### src/rtl/core/hrsp_pkg.sv
package hrsp_pkg;

  localparam int unsigned LEN_W   = 10;
  localparam int unsigned QUEUE_DEPTH = 4;
  localparam int unsigned QPTR_W  = $clog2(QUEUE_DEPTH);
  localparam int unsigned QCNT_W  = $clog2(QUEUE_DEPTH + 1);

  localparam logic [LEN_W-1:0] LEN_MAX        = 10'd1023;
  localparam logic [LEN_W-1:0] MIN_LEN        = 10'd11;
  localparam logic [LEN_W-1:0] POS_COUNT      = 10'd2;
  localparam logic [LEN_W-1:0] POS_ADDR_HI    = 10'd4;
  localparam logic [LEN_W-1:0] POS_ADDR_LO    = 10'd6;
  localparam logic [LEN_W-1:0] POS_TYPE       = 10'd8;
  localparam logic [LEN_W-1:0] POS_DATA_FIRST = 10'd10;

  localparam logic [7:0] CHAR_COLON = 8'h3A;
  localparam logic [7:0] CHAR_LF    = 8'h0A;
  localparam logic [7:0] CHAR_CR    = 8'h0D;
  localparam logic [7:0] CHAR_TAB   = 8'h09;
  localparam logic [7:0] CHAR_SPACE = 8'h20;

  localparam logic [7:0] TYPE_DATA = 8'h00;
  localparam logic [7:0] TYPE_EOF  = 8'h01;
  localparam logic [7:0] TYPE_MAX  = 8'h05;

  localparam logic [1:0] KIND_DATA   = 2'd0;
  localparam logic [1:0] KIND_ACCEPT = 2'd1;
  localparam logic [1:0] KIND_EOF    = 2'd2;
  localparam logic [1:0] KIND_ERROR  = 2'd3;

  localparam logic [2:0] ERR_NONE     = 3'd0;
  localparam logic [2:0] ERR_PREFIX   = 3'd1;
  localparam logic [2:0] ERR_LENGTH   = 3'd2;
  localparam logic [2:0] ERR_NONHEX   = 3'd3;
  localparam logic [2:0] ERR_MISMATCH = 3'd4;
  localparam logic [2:0] ERR_CHECKSUM = 3'd5;
  localparam logic [2:0] ERR_TYPE     = 3'd6;
  localparam logic [2:0] ERR_NO_EOF   = 3'd7;

  typedef struct packed {
    logic [1:0]  result_kind;
    logic [15:0] record_address;
    logic [7:0]  byte_index;
    logic [7:0]  data_value;
    logic [2:0]  record_kind;
    logic [2:0]  error_code;
    logic        last_of_run;
  } result_t;

endpackage

### src/rtl/core/hrsp_in_if.sv
interface hrsp_in_if;
  logic       valid;
  logic       ready;
  logic [7:0] char_in;
  logic       end_of_input;

  modport source (output valid, output char_in, output end_of_input, input ready);
  modport sink (input valid, input char_in, input end_of_input, output ready);
endinterface

### src/rtl/core/hrsp_out_if.sv
interface hrsp_out_if;
  logic        valid;
  logic        ready;
  logic [1:0]  result_kind;
  logic [15:0] record_address;
  logic [7:0]  byte_index;
  logic [7:0]  data_value;
  logic [2:0]  record_kind;
  logic [2:0]  error_code;
  logic        last_of_run;

  modport source (
    output valid, output result_kind, output record_address, output byte_index,
    output data_value, output record_kind, output error_code, output last_of_run,
    input ready
  );
  modport sink (
    input valid, input result_kind, input record_address, input byte_index,
    input data_value, input record_kind, input error_code, input last_of_run,
    output ready
  );
endinterface

### src/rtl/core/hrsp_queue.sv
module hrsp_queue import hrsp_pkg::*; (
  input  logic        clk,
  input  logic        rst,
  input  logic [1:0]  push_count,
  input  result_t     push_first,
  input  result_t     push_second,
  output logic        has_room,
  hrsp_out_if.source  out_ch
);

  result_t             slots [QUEUE_DEPTH];
  logic [QPTR_W-1:0]   wr_ptr;
  logic [QPTR_W-1:0]   rd_ptr;
  logic [QCNT_W-1:0]   count;
  logic [QCNT_W-1:0]   count_next;
  logic                pop;
  logic [QPTR_W-1:0]   wr_ptr_plus;
  result_t             head;

  assign pop         = out_ch.valid && out_ch.ready;
  assign wr_ptr_plus = wr_ptr + QPTR_W'(1);
  assign has_room    = count <= QCNT_W'(QUEUE_DEPTH - 2);
  assign count_next  = count + QCNT_W'(push_count) - QCNT_W'(pop);

  always_ff @(posedge clk) begin
    if (rst) begin
      wr_ptr <= '0;
      rd_ptr <= '0;
      count  <= '0;
    end else begin
      wr_ptr <= wr_ptr + QPTR_W'(push_count);
      if (pop) begin
        rd_ptr <= rd_ptr + QPTR_W'(1);
      end
      count <= count_next;
    end
  end

  always_ff @(posedge clk) begin
    if (push_count != 2'd0) begin
      slots[wr_ptr] <= push_first;
    end
    if (push_count == 2'd2) begin
      slots[wr_ptr_plus] <= push_second;
    end
  end

  assign head                  = slots[rd_ptr];
  assign out_ch.valid          = count != '0;
  assign out_ch.result_kind    = head.result_kind;
  assign out_ch.record_address = head.record_address;
  assign out_ch.byte_index     = head.byte_index;
  assign out_ch.data_value     = head.data_value;
  assign out_ch.record_kind    = head.record_kind;
  assign out_ch.error_code     = head.error_code;
  assign out_ch.last_of_run    = head.last_of_run;

  a_count_bound: assert property (@(posedge clk) disable iff (rst)
    count <= QCNT_W'(QUEUE_DEPTH))
    else $error("result queue overflow");

  a_push_has_room: assert property (@(posedge clk) disable iff (rst)
    push_count != 2'd0 |-> has_room)
    else $error("push into full result queue");

endmodule

### src/rtl/core/hex_record_stream_parser.sv
// Hex-record line parser, one ASCII character per request on in_ch, results on
// out_ch. A character is taken every cycle while the four-entry result queue has
// at least two free slots, so the parser runs at one character per clock as long
// as out_ch drains; a result leaves the queue the cycle after its character at the
// earliest. Data bytes of type-0 records come out as provisional results as soon as
// their pair is decoded; the line end gives accept, EOF record or the first error.
// An end_of_input request may yield two results (line close, then missing EOF).
// After an error or an EOF record, all further requests are taken and dropped.
module hex_record_stream_parser import hrsp_pkg::*; (
  input  logic       clk,
  input  logic       rst,
  hrsp_in_if.sink    in_ch,
  hrsp_out_if.source out_ch
);

  logic [LEN_W-1:0] line_length, line_length_next;
  logic             length_parity, length_parity_next;
  logic             space_run_pending, space_run_pending_next;
  logic [LEN_W-1:0] space_run_start, space_run_start_next;
  logic             run_parity, run_parity_next;
  logic [3:0]       high_nibble, high_nibble_next;
  logic             pair_has_bad_char, pair_has_bad_char_next;
  logic [7:0]       count_field, count_field_next;
  logic [15:0]      address_field, address_field_next;
  logic [7:0]       type_field, type_field_next;
  logic [7:0]       byte_sum, byte_sum_next;
  logic             prefix_bad, prefix_bad_next;
  logic             header_bad_char, header_bad_char_next;
  logic             any_bad_char, any_bad_char_next;
  logic             stream_finished, stream_finished_next;
  logic             stream_failed, stream_failed_next;

  logic        has_room;
  logic        accept, active;
  logic [7:0]  c;
  logic        eoi, is_lf, is_ws;
  logic [4:0]  nib;
  logic        ok;
  logic [LEN_W-1:0] pos;
  logic [LEN_W-1:0] len_inc;
  logic        pos_zero;
  logic        prefix_bad_tc, header_bad_tc, any_bad_tc;
  logic        pair_bad_even, pair_take;
  logic [7:0]  b;
  logic [LEN_W-1:0] pos_m10;
  logic [8:0]  k;
  logic        emit;
  logic [LEN_W-1:0] fin_len, fin_expect;
  logic        fin_par, fin_nonzero, fin_eof;
  logic [2:0]  fin_err;
  result_t     fin_res, data_res, e7_res, r0, r1;
  logic [1:0]  push_count;

  function automatic logic [4:0] nibble_of(input logic [7:0] ch);
    logic [4:0] v;
    v = 5'd16;
    if (ch >= 8'h30 && ch <= 8'h39) v = 5'(ch - 8'h30);
    else if (ch >= 8'h41 && ch <= 8'h46) v = 5'(ch - 8'h37);
    else if (ch >= 8'h61 && ch <= 8'h66) v = 5'(ch - 8'h57);
    return v;
  endfunction

  assign in_ch.ready = has_room;
  assign accept = in_ch.valid && in_ch.ready;
  assign active = accept && !stream_finished && !stream_failed;
  assign c      = in_ch.char_in;
  assign eoi    = in_ch.end_of_input;
  assign is_lf  = c == CHAR_LF;
  assign is_ws  = c == CHAR_SPACE || c == CHAR_TAB || c == CHAR_CR;
  assign nib    = nibble_of(c);
  assign ok     = !nib[4];
  assign pos    = line_length;
  assign pos_zero = pos == '0;
  assign len_inc  = (line_length == LEN_MAX) ? line_length : line_length + LEN_W'(1);

  assign prefix_bad_tc = prefix_bad || (space_run_pending && space_run_start == '0)
                      || (pos_zero && c != CHAR_COLON);
  assign header_bad_tc = header_bad_char
                      || (space_run_pending && space_run_start <= POS_TYPE && pos >= POS_COUNT)
                      || (!pos_zero && !ok && pos <= POS_TYPE);
  assign any_bad_tc    = any_bad_char || space_run_pending || (!pos_zero && !ok);
  assign pair_bad_even = pair_has_bad_char || space_run_pending || !ok;
  assign pair_take     = !pos_zero && !length_parity && !pair_bad_even;
  assign b             = {high_nibble, nib[3:0]};
  assign pos_m10       = pos - POS_DATA_FIRST;
  assign k             = pos_m10[LEN_W-1:1];
  assign emit = pair_take && pos >= POS_DATA_FIRST && pos < LEN_MAX
             && type_field == TYPE_DATA && !prefix_bad_tc && !header_bad_tc
             && {1'b0, count_field} > k;

  assign fin_len     = space_run_pending ? space_run_start : line_length;
  assign fin_par     = length_parity ^ run_parity;
  assign fin_nonzero = fin_len != '0;
  assign fin_expect  = MIN_LEN + {1'b0, count_field, 1'b0};

  always_comb begin
    fin_err = ERR_NONE;
    priority if (prefix_bad)                           fin_err = ERR_PREFIX;
    else if (fin_len < MIN_LEN || !fin_par)           fin_err = ERR_LENGTH;
    else if (header_bad_char)                          fin_err = ERR_NONHEX;
    else if (fin_len != fin_expect)                    fin_err = ERR_MISMATCH;
    else if (any_bad_char)                             fin_err = ERR_NONHEX;
    else if (byte_sum != 8'h00)                        fin_err = ERR_CHECKSUM;
    else if (type_field > TYPE_MAX)                    fin_err = ERR_TYPE;
    else                                               fin_err = ERR_NONE;
  end

  assign fin_eof = fin_nonzero && fin_err == ERR_NONE && type_field == TYPE_EOF;

  always_comb begin
    fin_res = '0;
    if (fin_err != ERR_NONE) begin
      fin_res.result_kind = KIND_ERROR;
      fin_res.error_code  = fin_err;
    end else begin
      fin_res.result_kind    = (type_field == TYPE_EOF) ? KIND_EOF : KIND_ACCEPT;
      fin_res.record_address = address_field;
      fin_res.record_kind    = type_field[2:0];
    end
    data_res                = '0;
    data_res.result_kind    = KIND_DATA;
    data_res.record_address = address_field;
    data_res.byte_index     = k[7:0];
    data_res.data_value     = b;
    e7_res                  = '0;
    e7_res.result_kind      = KIND_ERROR;
    e7_res.error_code       = ERR_NO_EOF;
  end

  always_comb begin
    push_count = 2'd0;
    r0 = '0;
    r1 = '0;
    if (active) begin
      priority if (eoi) begin
        if (fin_nonzero) begin
          r0 = fin_res;
          if (fin_err == ERR_NONE && !fin_eof) begin
            r1 = e7_res;
            push_count = 2'd2;
          end else begin
            push_count = 2'd1;
          end
        end else begin
          r0 = e7_res;
          push_count = 2'd1;
        end
      end else if (is_lf) begin
        if (fin_nonzero) begin
          r0 = fin_res;
          push_count = 2'd1;
        end
      end else if (is_ws) begin
        push_count = 2'd0;
      end else begin
        if (emit) begin
          r0 = data_res;
          push_count = 2'd1;
        end
      end
    end
    if (push_count == 2'd1) r0.last_of_run = 1'b1;
    if (push_count == 2'd2) r1.last_of_run = 1'b1;
  end

  always_comb begin
    line_length_next       = line_length;
    length_parity_next     = length_parity;
    space_run_pending_next = space_run_pending;
    space_run_start_next   = space_run_start;
    run_parity_next        = run_parity;
    high_nibble_next       = high_nibble;
    pair_has_bad_char_next = pair_has_bad_char;
    count_field_next       = count_field;
    address_field_next     = address_field;
    type_field_next        = type_field;
    byte_sum_next          = byte_sum;
    prefix_bad_next        = prefix_bad;
    header_bad_char_next   = header_bad_char;
    any_bad_char_next      = any_bad_char;
    stream_finished_next   = stream_finished;
    stream_failed_next     = stream_failed;
    if (active) begin
      priority if (eoi || is_lf) begin
        line_length_next       = '0;
        length_parity_next     = 1'b0;
        space_run_pending_next = 1'b0;
        space_run_start_next   = '0;
        run_parity_next        = 1'b0;
        high_nibble_next       = '0;
        pair_has_bad_char_next = 1'b0;
        count_field_next       = '0;
        address_field_next     = '0;
        type_field_next        = '0;
        byte_sum_next          = '0;
        prefix_bad_next        = 1'b0;
        header_bad_char_next   = 1'b0;
        any_bad_char_next      = 1'b0;
        if (fin_eof) begin
          stream_finished_next = 1'b1;
        end else if (eoi || (fin_nonzero && fin_err != ERR_NONE)) begin
          stream_failed_next = 1'b1;
        end
      end else if (is_ws) begin
        if (!space_run_pending) begin
          space_run_start_next = line_length;
        end
        space_run_pending_next = 1'b1;
        run_parity_next        = space_run_pending ? !run_parity : 1'b1;
        line_length_next       = len_inc;
        length_parity_next     = !length_parity;
      end else begin
        space_run_pending_next = 1'b0;
        run_parity_next        = 1'b0;
        prefix_bad_next        = prefix_bad_tc;
        header_bad_char_next   = header_bad_tc;
        any_bad_char_next      = any_bad_tc;
        if (pos_zero) begin
          pair_has_bad_char_next = pair_has_bad_char || (space_run_pending && !length_parity);
        end else if (length_parity) begin
          pair_has_bad_char_next = !ok;
          high_nibble_next       = ok ? nib[3:0] : 4'd0;
        end else begin
          pair_has_bad_char_next = 1'b0;
          if (pair_take) begin
            byte_sum_next = byte_sum + b;
            priority if (pos == POS_COUNT)   count_field_next = b;
            else if (pos == POS_ADDR_HI)     address_field_next = {b, address_field[7:0]};
            else if (pos == POS_ADDR_LO)     address_field_next = {address_field[15:8], b};
            else if (pos == POS_TYPE)        type_field_next = b;
            else                             byte_sum_next = byte_sum + b;
          end
        end
        line_length_next   = len_inc;
        length_parity_next = !length_parity;
      end
    end
  end

  always_ff @(posedge clk) begin
    if (rst) begin
      line_length       <= '0;
      length_parity     <= 1'b0;
      space_run_pending <= 1'b0;
      space_run_start   <= '0;
      run_parity        <= 1'b0;
      high_nibble       <= '0;
      pair_has_bad_char <= 1'b0;
      count_field       <= '0;
      address_field     <= '0;
      type_field        <= '0;
      byte_sum          <= '0;
      prefix_bad        <= 1'b0;
      header_bad_char   <= 1'b0;
      any_bad_char      <= 1'b0;
      stream_finished   <= 1'b0;
      stream_failed     <= 1'b0;
    end else begin
      line_length       <= line_length_next;
      length_parity     <= length_parity_next;
      space_run_pending <= space_run_pending_next;
      space_run_start   <= space_run_start_next;
      run_parity        <= run_parity_next;
      high_nibble       <= high_nibble_next;
      pair_has_bad_char <= pair_has_bad_char_next;
      count_field       <= count_field_next;
      address_field     <= address_field_next;
      type_field        <= type_field_next;
      byte_sum          <= byte_sum_next;
      prefix_bad        <= prefix_bad_next;
      header_bad_char   <= header_bad_char_next;
      any_bad_char      <= any_bad_char_next;
      stream_finished   <= stream_finished_next;
      stream_failed     <= stream_failed_next;
    end
  end

  hrsp_queue u_queue (
    .clk         (clk),
    .rst         (rst),
    .push_count  (push_count),
    .push_first  (r0),
    .push_second (r1),
    .has_room    (has_room),
    .out_ch      (out_ch)
  );

  a_done_exclusive: assert property (@(posedge clk) disable iff (rst)
    !(stream_finished && stream_failed))
    else $error("stream both finished and failed");

  a_done_silent: assert property (@(posedge clk) disable iff (rst)
    (stream_finished || stream_failed) |-> push_count == 2'd0)
    else $error("result produced after stream end");

  a_pair_only_at_end: assert property (@(posedge clk) disable iff (rst)
    push_count == 2'd2 |-> accept && eoi)
    else $error("two results from a non-terminal request");

  a_end_is_sticky: assert property (@(posedge clk) disable iff (rst)
    (accept && eoi) |=> stream_finished || stream_failed)
    else $error("end of input did not close the stream");

endmodule

### src/flat_wrapper.sv
// flat-port wrapper written by rule: the top's interface ports become plain ports
module hex_record_stream_parser_flat import hrsp_pkg::*;
  (clk, rst, in_ch_valid, in_ch_char_in, in_ch_end_of_input, in_ch_ready, out_ch_valid, out_ch_result_kind, out_ch_record_address, out_ch_byte_index, out_ch_data_value, out_ch_record_kind, out_ch_error_code, out_ch_last_of_run, out_ch_ready);
  hrsp_in_if in_ch_i ();
  hrsp_out_if out_ch_i ();
  input  logic clk;
  input  logic rst;
  input wire logic [$bits(in_ch_i.valid)-1:0] in_ch_valid;
  input wire logic [$bits(in_ch_i.char_in)-1:0] in_ch_char_in;
  input wire logic [$bits(in_ch_i.end_of_input)-1:0] in_ch_end_of_input;
  output wire logic [$bits(in_ch_i.ready)-1:0] in_ch_ready;
  output wire logic [$bits(out_ch_i.valid)-1:0] out_ch_valid;
  output wire logic [$bits(out_ch_i.result_kind)-1:0] out_ch_result_kind;
  output wire logic [$bits(out_ch_i.record_address)-1:0] out_ch_record_address;
  output wire logic [$bits(out_ch_i.byte_index)-1:0] out_ch_byte_index;
  output wire logic [$bits(out_ch_i.data_value)-1:0] out_ch_data_value;
  output wire logic [$bits(out_ch_i.record_kind)-1:0] out_ch_record_kind;
  output wire logic [$bits(out_ch_i.error_code)-1:0] out_ch_error_code;
  output wire logic [$bits(out_ch_i.last_of_run)-1:0] out_ch_last_of_run;
  input wire logic [$bits(out_ch_i.ready)-1:0] out_ch_ready;
  assign in_ch_i.valid = in_ch_valid;
  assign in_ch_i.char_in = in_ch_char_in;
  assign in_ch_i.end_of_input = in_ch_end_of_input;
  assign in_ch_ready = in_ch_i.ready;
  assign out_ch_valid = out_ch_i.valid;
  assign out_ch_result_kind = out_ch_i.result_kind;
  assign out_ch_record_address = out_ch_i.record_address;
  assign out_ch_byte_index = out_ch_i.byte_index;
  assign out_ch_data_value = out_ch_i.data_value;
  assign out_ch_record_kind = out_ch_i.record_kind;
  assign out_ch_error_code = out_ch_i.error_code;
  assign out_ch_last_of_run = out_ch_i.last_of_run;
  assign out_ch_i.ready = out_ch_ready;
  hex_record_stream_parser u_core (.clk(clk), .rst(rst), .in_ch(in_ch_i), .out_ch(out_ch_i));
endmodule
### config.mk
export PLATFORM = sky130hd
export DESIGN_NAME = hex_record_stream_parser_flat
export DESIGN_NICKNAME = d
export VERILOG_FILES = /design/src/rtl/core/hrsp_pkg.sv /design/src/rtl/core/hrsp_in_if.sv /design/src/rtl/core/hrsp_out_if.sv /design/src/rtl/core/hrsp_queue.sv /design/src/rtl/core/hex_record_stream_parser.sv /design/src/flat_wrapper.sv
export SDC_FILE = /design/constraint.sdc
export NUM_CORES = 1
export LEC_CHECK = 0
export BUFFER_PORTS_ARGS = -buffer_cell sky130_fd_sc_hd__buf_2
export CORE_ASPECT_RATIO = 0.5
export CORE_MARGIN = 5
export CORE_UTILIZATION = 60
export DETAILED_ROUTE_END_ITERATION = 8
export HOLD_SLACK_MARGIN = 0.05
export PLACE_DENSITY = 0.84
export SLEW_MARGIN = 20
export SYNTH_ARGS = -nofsm -noshare
export SYNTH_HDL_FRONTEND = slang
export SYNTH_SLANG_ARGS = --single-unit
### constraint.sdc
create_clock -name clk -period 12.5 [get_ports clk]
set_clock_uncertainty 0.1 [all_clocks]
set_input_delay 2.5 -clock clk [delete_from_list [all_inputs] [get_ports clk]]
set_output_delay 2.5 -clock clk [all_outputs]
set_load 0.02 [all_outputs]
==> impl_metrics.env <==
export IMPL_place_area_um2=12240
export IMPL_synth_area_um2=11840
export IMPL_syn_avg_cell_area_um2=10.10
export IMPL_grt_max_degree=73
export IMPL_dieHeight_um=109.3
export IMPL_cts_hold_buf=0
export IMPL_drt_initial_drc_count=1156
export IMPL_grt_busiest_layer="met2"
export IMPL_slew_headroom_pct=30.52
export IMPL_synth_area_leader_cell="dfxtp_1"
export IMPL_num_rows=36
export IMPL_avgRoutedWirePerCell_um=20.56
export IMPL_gp_congestion=0.9370
export IMPL_nNetsFinal=1237
export IMPL_yosysUniqueCellTypes=76
export IMPL_start_kind="input pin"
export IMPL_status="completed"
export IMPL_ys_warn_count=0
export IMPL_hold_start="u_core.u_queue.slots[2][25]"
export IMPL_cp_num_buf_inv=4
export IMPL_peakVddDrop_mv=0.06477
export IMPL_vias_per_cell=6.415
export IMPL_multi_input_area_um2=6235
export IMPL_required_ps=12780
export IMPL_cts_buffers=22
export IMPL_synth_top_flop_cell="dfxtp_1"
export IMPL_fmax_mhz=153.9
export IMPL_synth_cells=1172
export IMPL_met2_usage_pct=44.04
export IMPL_setup_viol=0
export IMPL_powerDensity_nw_per_um2=138.5
export IMPL_area_growth_pct=9.647
export IMPL_synthArstFlopShare_pct=0
export IMPL_rr_endpoint="u_core.u_queue.count[2]"
export IMPL_vias=9443
export IMPL_fin_crit_ps=6499
export IMPL_dieArea_um2=22820
export IMPL_first_global_vias=9336
export IMPL_firstDrtPassIters=6
export IMPL_synth_top_area_share_pct=37.53
export IMPL_final_cell_area_um2=12980
export IMPL_grt_usage_pct=26.39
export IMPL_crit_family="compound AO/OA/AOI/OAI gates"
export IMPL_drt_total_wl_um=30260
export IMPL_drive_gt1_share_pct=14.76
export IMPL_overflow=0
export IMPL_clk_pin_slew_worst_paths_ps=70
export IMPL_grt_use_met1_pct=36.17
export IMPL_cp_arrival_ps=6780
export IMPL_ys_seq_area_share_pct=43.62
export IMPL_drv_cap=0
export IMPL_crit_chain="buf_2 -> inv_1 -> ha_1 -> o21bai_1 -> a2111oi_2 -> a21oi_2 -> a311oi_2 -> nand4b_2 -> a22oi_1 -> inv_1 -> ha_1 -> inv_1 -> ha_1 -> fa_1 -> xnor2_1 -> nor2_1"
export IMPL_start_util_pct=61.00
export IMPL_syn_num_nets=1218
export IMPL_seq_area_um2=5170
export IMPL_r2r_worst_path_cells=18
export IMPL_slew_viol_final=0
export IMPL_rsz0062_at_grt="no"
export IMPL_ctsLongestPathBuffers=3
export IMPL_use_met3_pct=4.333
export IMPL_grt_pass1_wl_um=49280
export IMPL_cp_depth=16
export IMPL_crit_end="u_core.u_queue.count[2]"
export IMPL_grt_antenna_before_repair=0
export IMPL_reg2reg_from="u_core.line_length[2]"
export IMPL_cts_sinks=246
export IMPL_coreArea_um2=19410
export IMPL_end_kind="flop"
export IMPL_io_buffer_count=55
export IMPL_cts_setup_buffers=0
export IMPL_leakage_nw=5.101
export IMPL_ys_ff_latch=246
export IMPL_n_antenna_cell=0
export IMPL_crit_type="input pin to flop"
export IMPL_synth_area_leaders="dfxtp_1, mux2i_1, mux4_2, edfxtp_1, nor2_1"
export IMPL_route_detailed_drc=0
export IMPL_fp_dieW_um=208.7
export IMPL_slowest_stage="a2111oi_2"
export IMPL_synth_edf_count=24
export IMPL_cts_resized=0
export IMPL_min_period_over_period_pct=51.99
export IMPL_htree_levels=1
export IMPL_nFillCells=1401
export IMPL_ant_nets=0
export IMPL_hold_viol=0
export IMPL_cts_root_buffer_cell="clkbuf_16"
export IMPL_clkLatencyLatePin_ps=510
export IMPL_hold_class="flop to flop"
export IMPL_ff2ff_setup_slack_ps=6880
export IMPL_critPathLaunch="in_ch_char_in[1]"
export IMPL_cpPeakStageDelay_ps=670
export IMPL_setup_tns_ps=0
export IMPL_path_max_fanout=22
export IMPL_hpwl_um=20260
export IMPL_pin_count=56
export IMPL_final_core_util_pct=66.88
export IMPL_cts_tree="done"
export IMPL_worst_pin_slew_ps=1042
[worst reg2reg max path: cells and delay by family, from the launching register on]
| family | cells | cell delay (ps) |
|---|---|---|
| flip-flops | 1 | 690 |
| adder cells (fa/ha/maj) | 5 | 1460 |
| buffers and inverters | 3 | 390 |
| AND/OR/NAND/NOR | 6 | 1650 |
| XOR/XNOR | 2 | 440 |
| AO/OA/AOI/OAI | 2 | 770 |
[power by group]
group	switching, mW	internal [mW]
clock	0.296	0.402
combinational	0.147	0.101
sequential	0.0406	0.812
total	0.484	1.32
[per-stage QoR]
stage	setup slack, ps	total power, mW	instances	hold slack (ps)
after floorplan	6543	1.048	1172	337.4
after global placement	5920	1.109	1433	354.2
after detailed placement	5582	1.115	1433	359.3
after CTS	6118	1.802	1472	378.1
after global routing	5752	1.864	1472	387.0
final	6001	1.799	1472	374.9
[cell families (layout without fill, tap and decap cells)]
logic type / count (synthesis) / after routing / share of synthesized area [%]
and+or+nand+nor: 387 / 387 / 16.02
DFF: 246 / 246 / 43.62
xor gates and xnor gates: 37 / 37 / 2.737
AOI/OAI and AO/OA: 214 / 214 / 13.18
adders and majority gates: 33 / 33 / 3.614
buffers and inverters: 108 / 142 / 4.057
muxes: 147 / 147 / 16.78
[cells in the final DEF, fill, tap and decap left out, types with 5 or more instances in the layout]
cell         n
xnor2_1     20
or4_1       14
buf_2       55
nor2_1     165
or3_1       15
and2_1       7
a22o_1      65
clkinv_2     5
ha_1        31
clkbuf_16   23
a22oi_1     16
a21oi_1     65
xor2_1      17
mux4_2      41
nand4_1      8
nor2b_1     17
nor3_1      30
dfxtp_1    220
nor4_1       7
o21ai_0     16
buf_4       14
nand3_1     11
nand2b_1     7
a21o_1       7
and3_1       6
inv_1       34
nand2_1     65
mux2i_1    104
edfxtp_1    24
[flip-flops by register name (all words and copies together) (netlist names), 2 cells and up, named ones only]
signal and flops:
u_core.count_field 8, u_core.line_length 10, u_core.high_nibble 4, u_core.u_queue.rd_ptr 2, u_core.u_queue.slots 164, u_core.space_run_start 10
u_core.u_queue.wr_ptr 2, u_core.byte_sum 8, u_core.address_field 16, u_core.type_field 8, u_core.u_queue.count 3
[worst min-delay path by stage]
stage | endpoint | slack (ps) | depth (start not counted)
after floorplan | u_core.stream_failed | 340 | 2
after global placement | u_core.stream_finished | 350 | 2
after detailed placement | u_core.u_queue.slots[2][26] | 360 | 1
after CTS | u_core.stream_finished | 380 | 2
after global routing | u_core.u_queue.slots[2][26] | 390 | 1
final | u_core.u_queue.slots[2][25] | 370 | 1
[layout make-up]
| class | count | share of cell area, % |
|---|---|---|
| multi-input combinational | 818 | 48.02 |
| sequential | 246 | 39.82 |
| clock buffer | 31 | 4.973 |
| timing repair buffer | 69 | 2.930 |
| tap | 266 | 2.563 |
| inverter | 34 | 0.9829 |
| clock inverter | 8 | 0.7131 |
[synth_stat cells (8+ instances only)]
cell type	instances
nand4_1	8
nor2b_1	17
edfxtp_1	24
or4_1	14
ha_1	31
a22o_1	65
nor2_1	165
inv_1	34
clkbuf_1	37
nor4_1	9
dfxtp_1	222
buf_1	9
mux4_2	41
xor2_1	17
xnor2_1	20
o21ai_0	16
nor3_1	31
nand2_1	65
nand3_1	11
buf_2	18
a21oi_1	67
mux2i_1	104
a22oi_1	16
or3_1	15
[layer usage]
layer	routed length, µm	up-vias
met2	14000	476
met4	658	0
met3	2579	60
met1	13020	4625
met5	0	-
li1	-	4282
(Power assumes the default switching activity.)
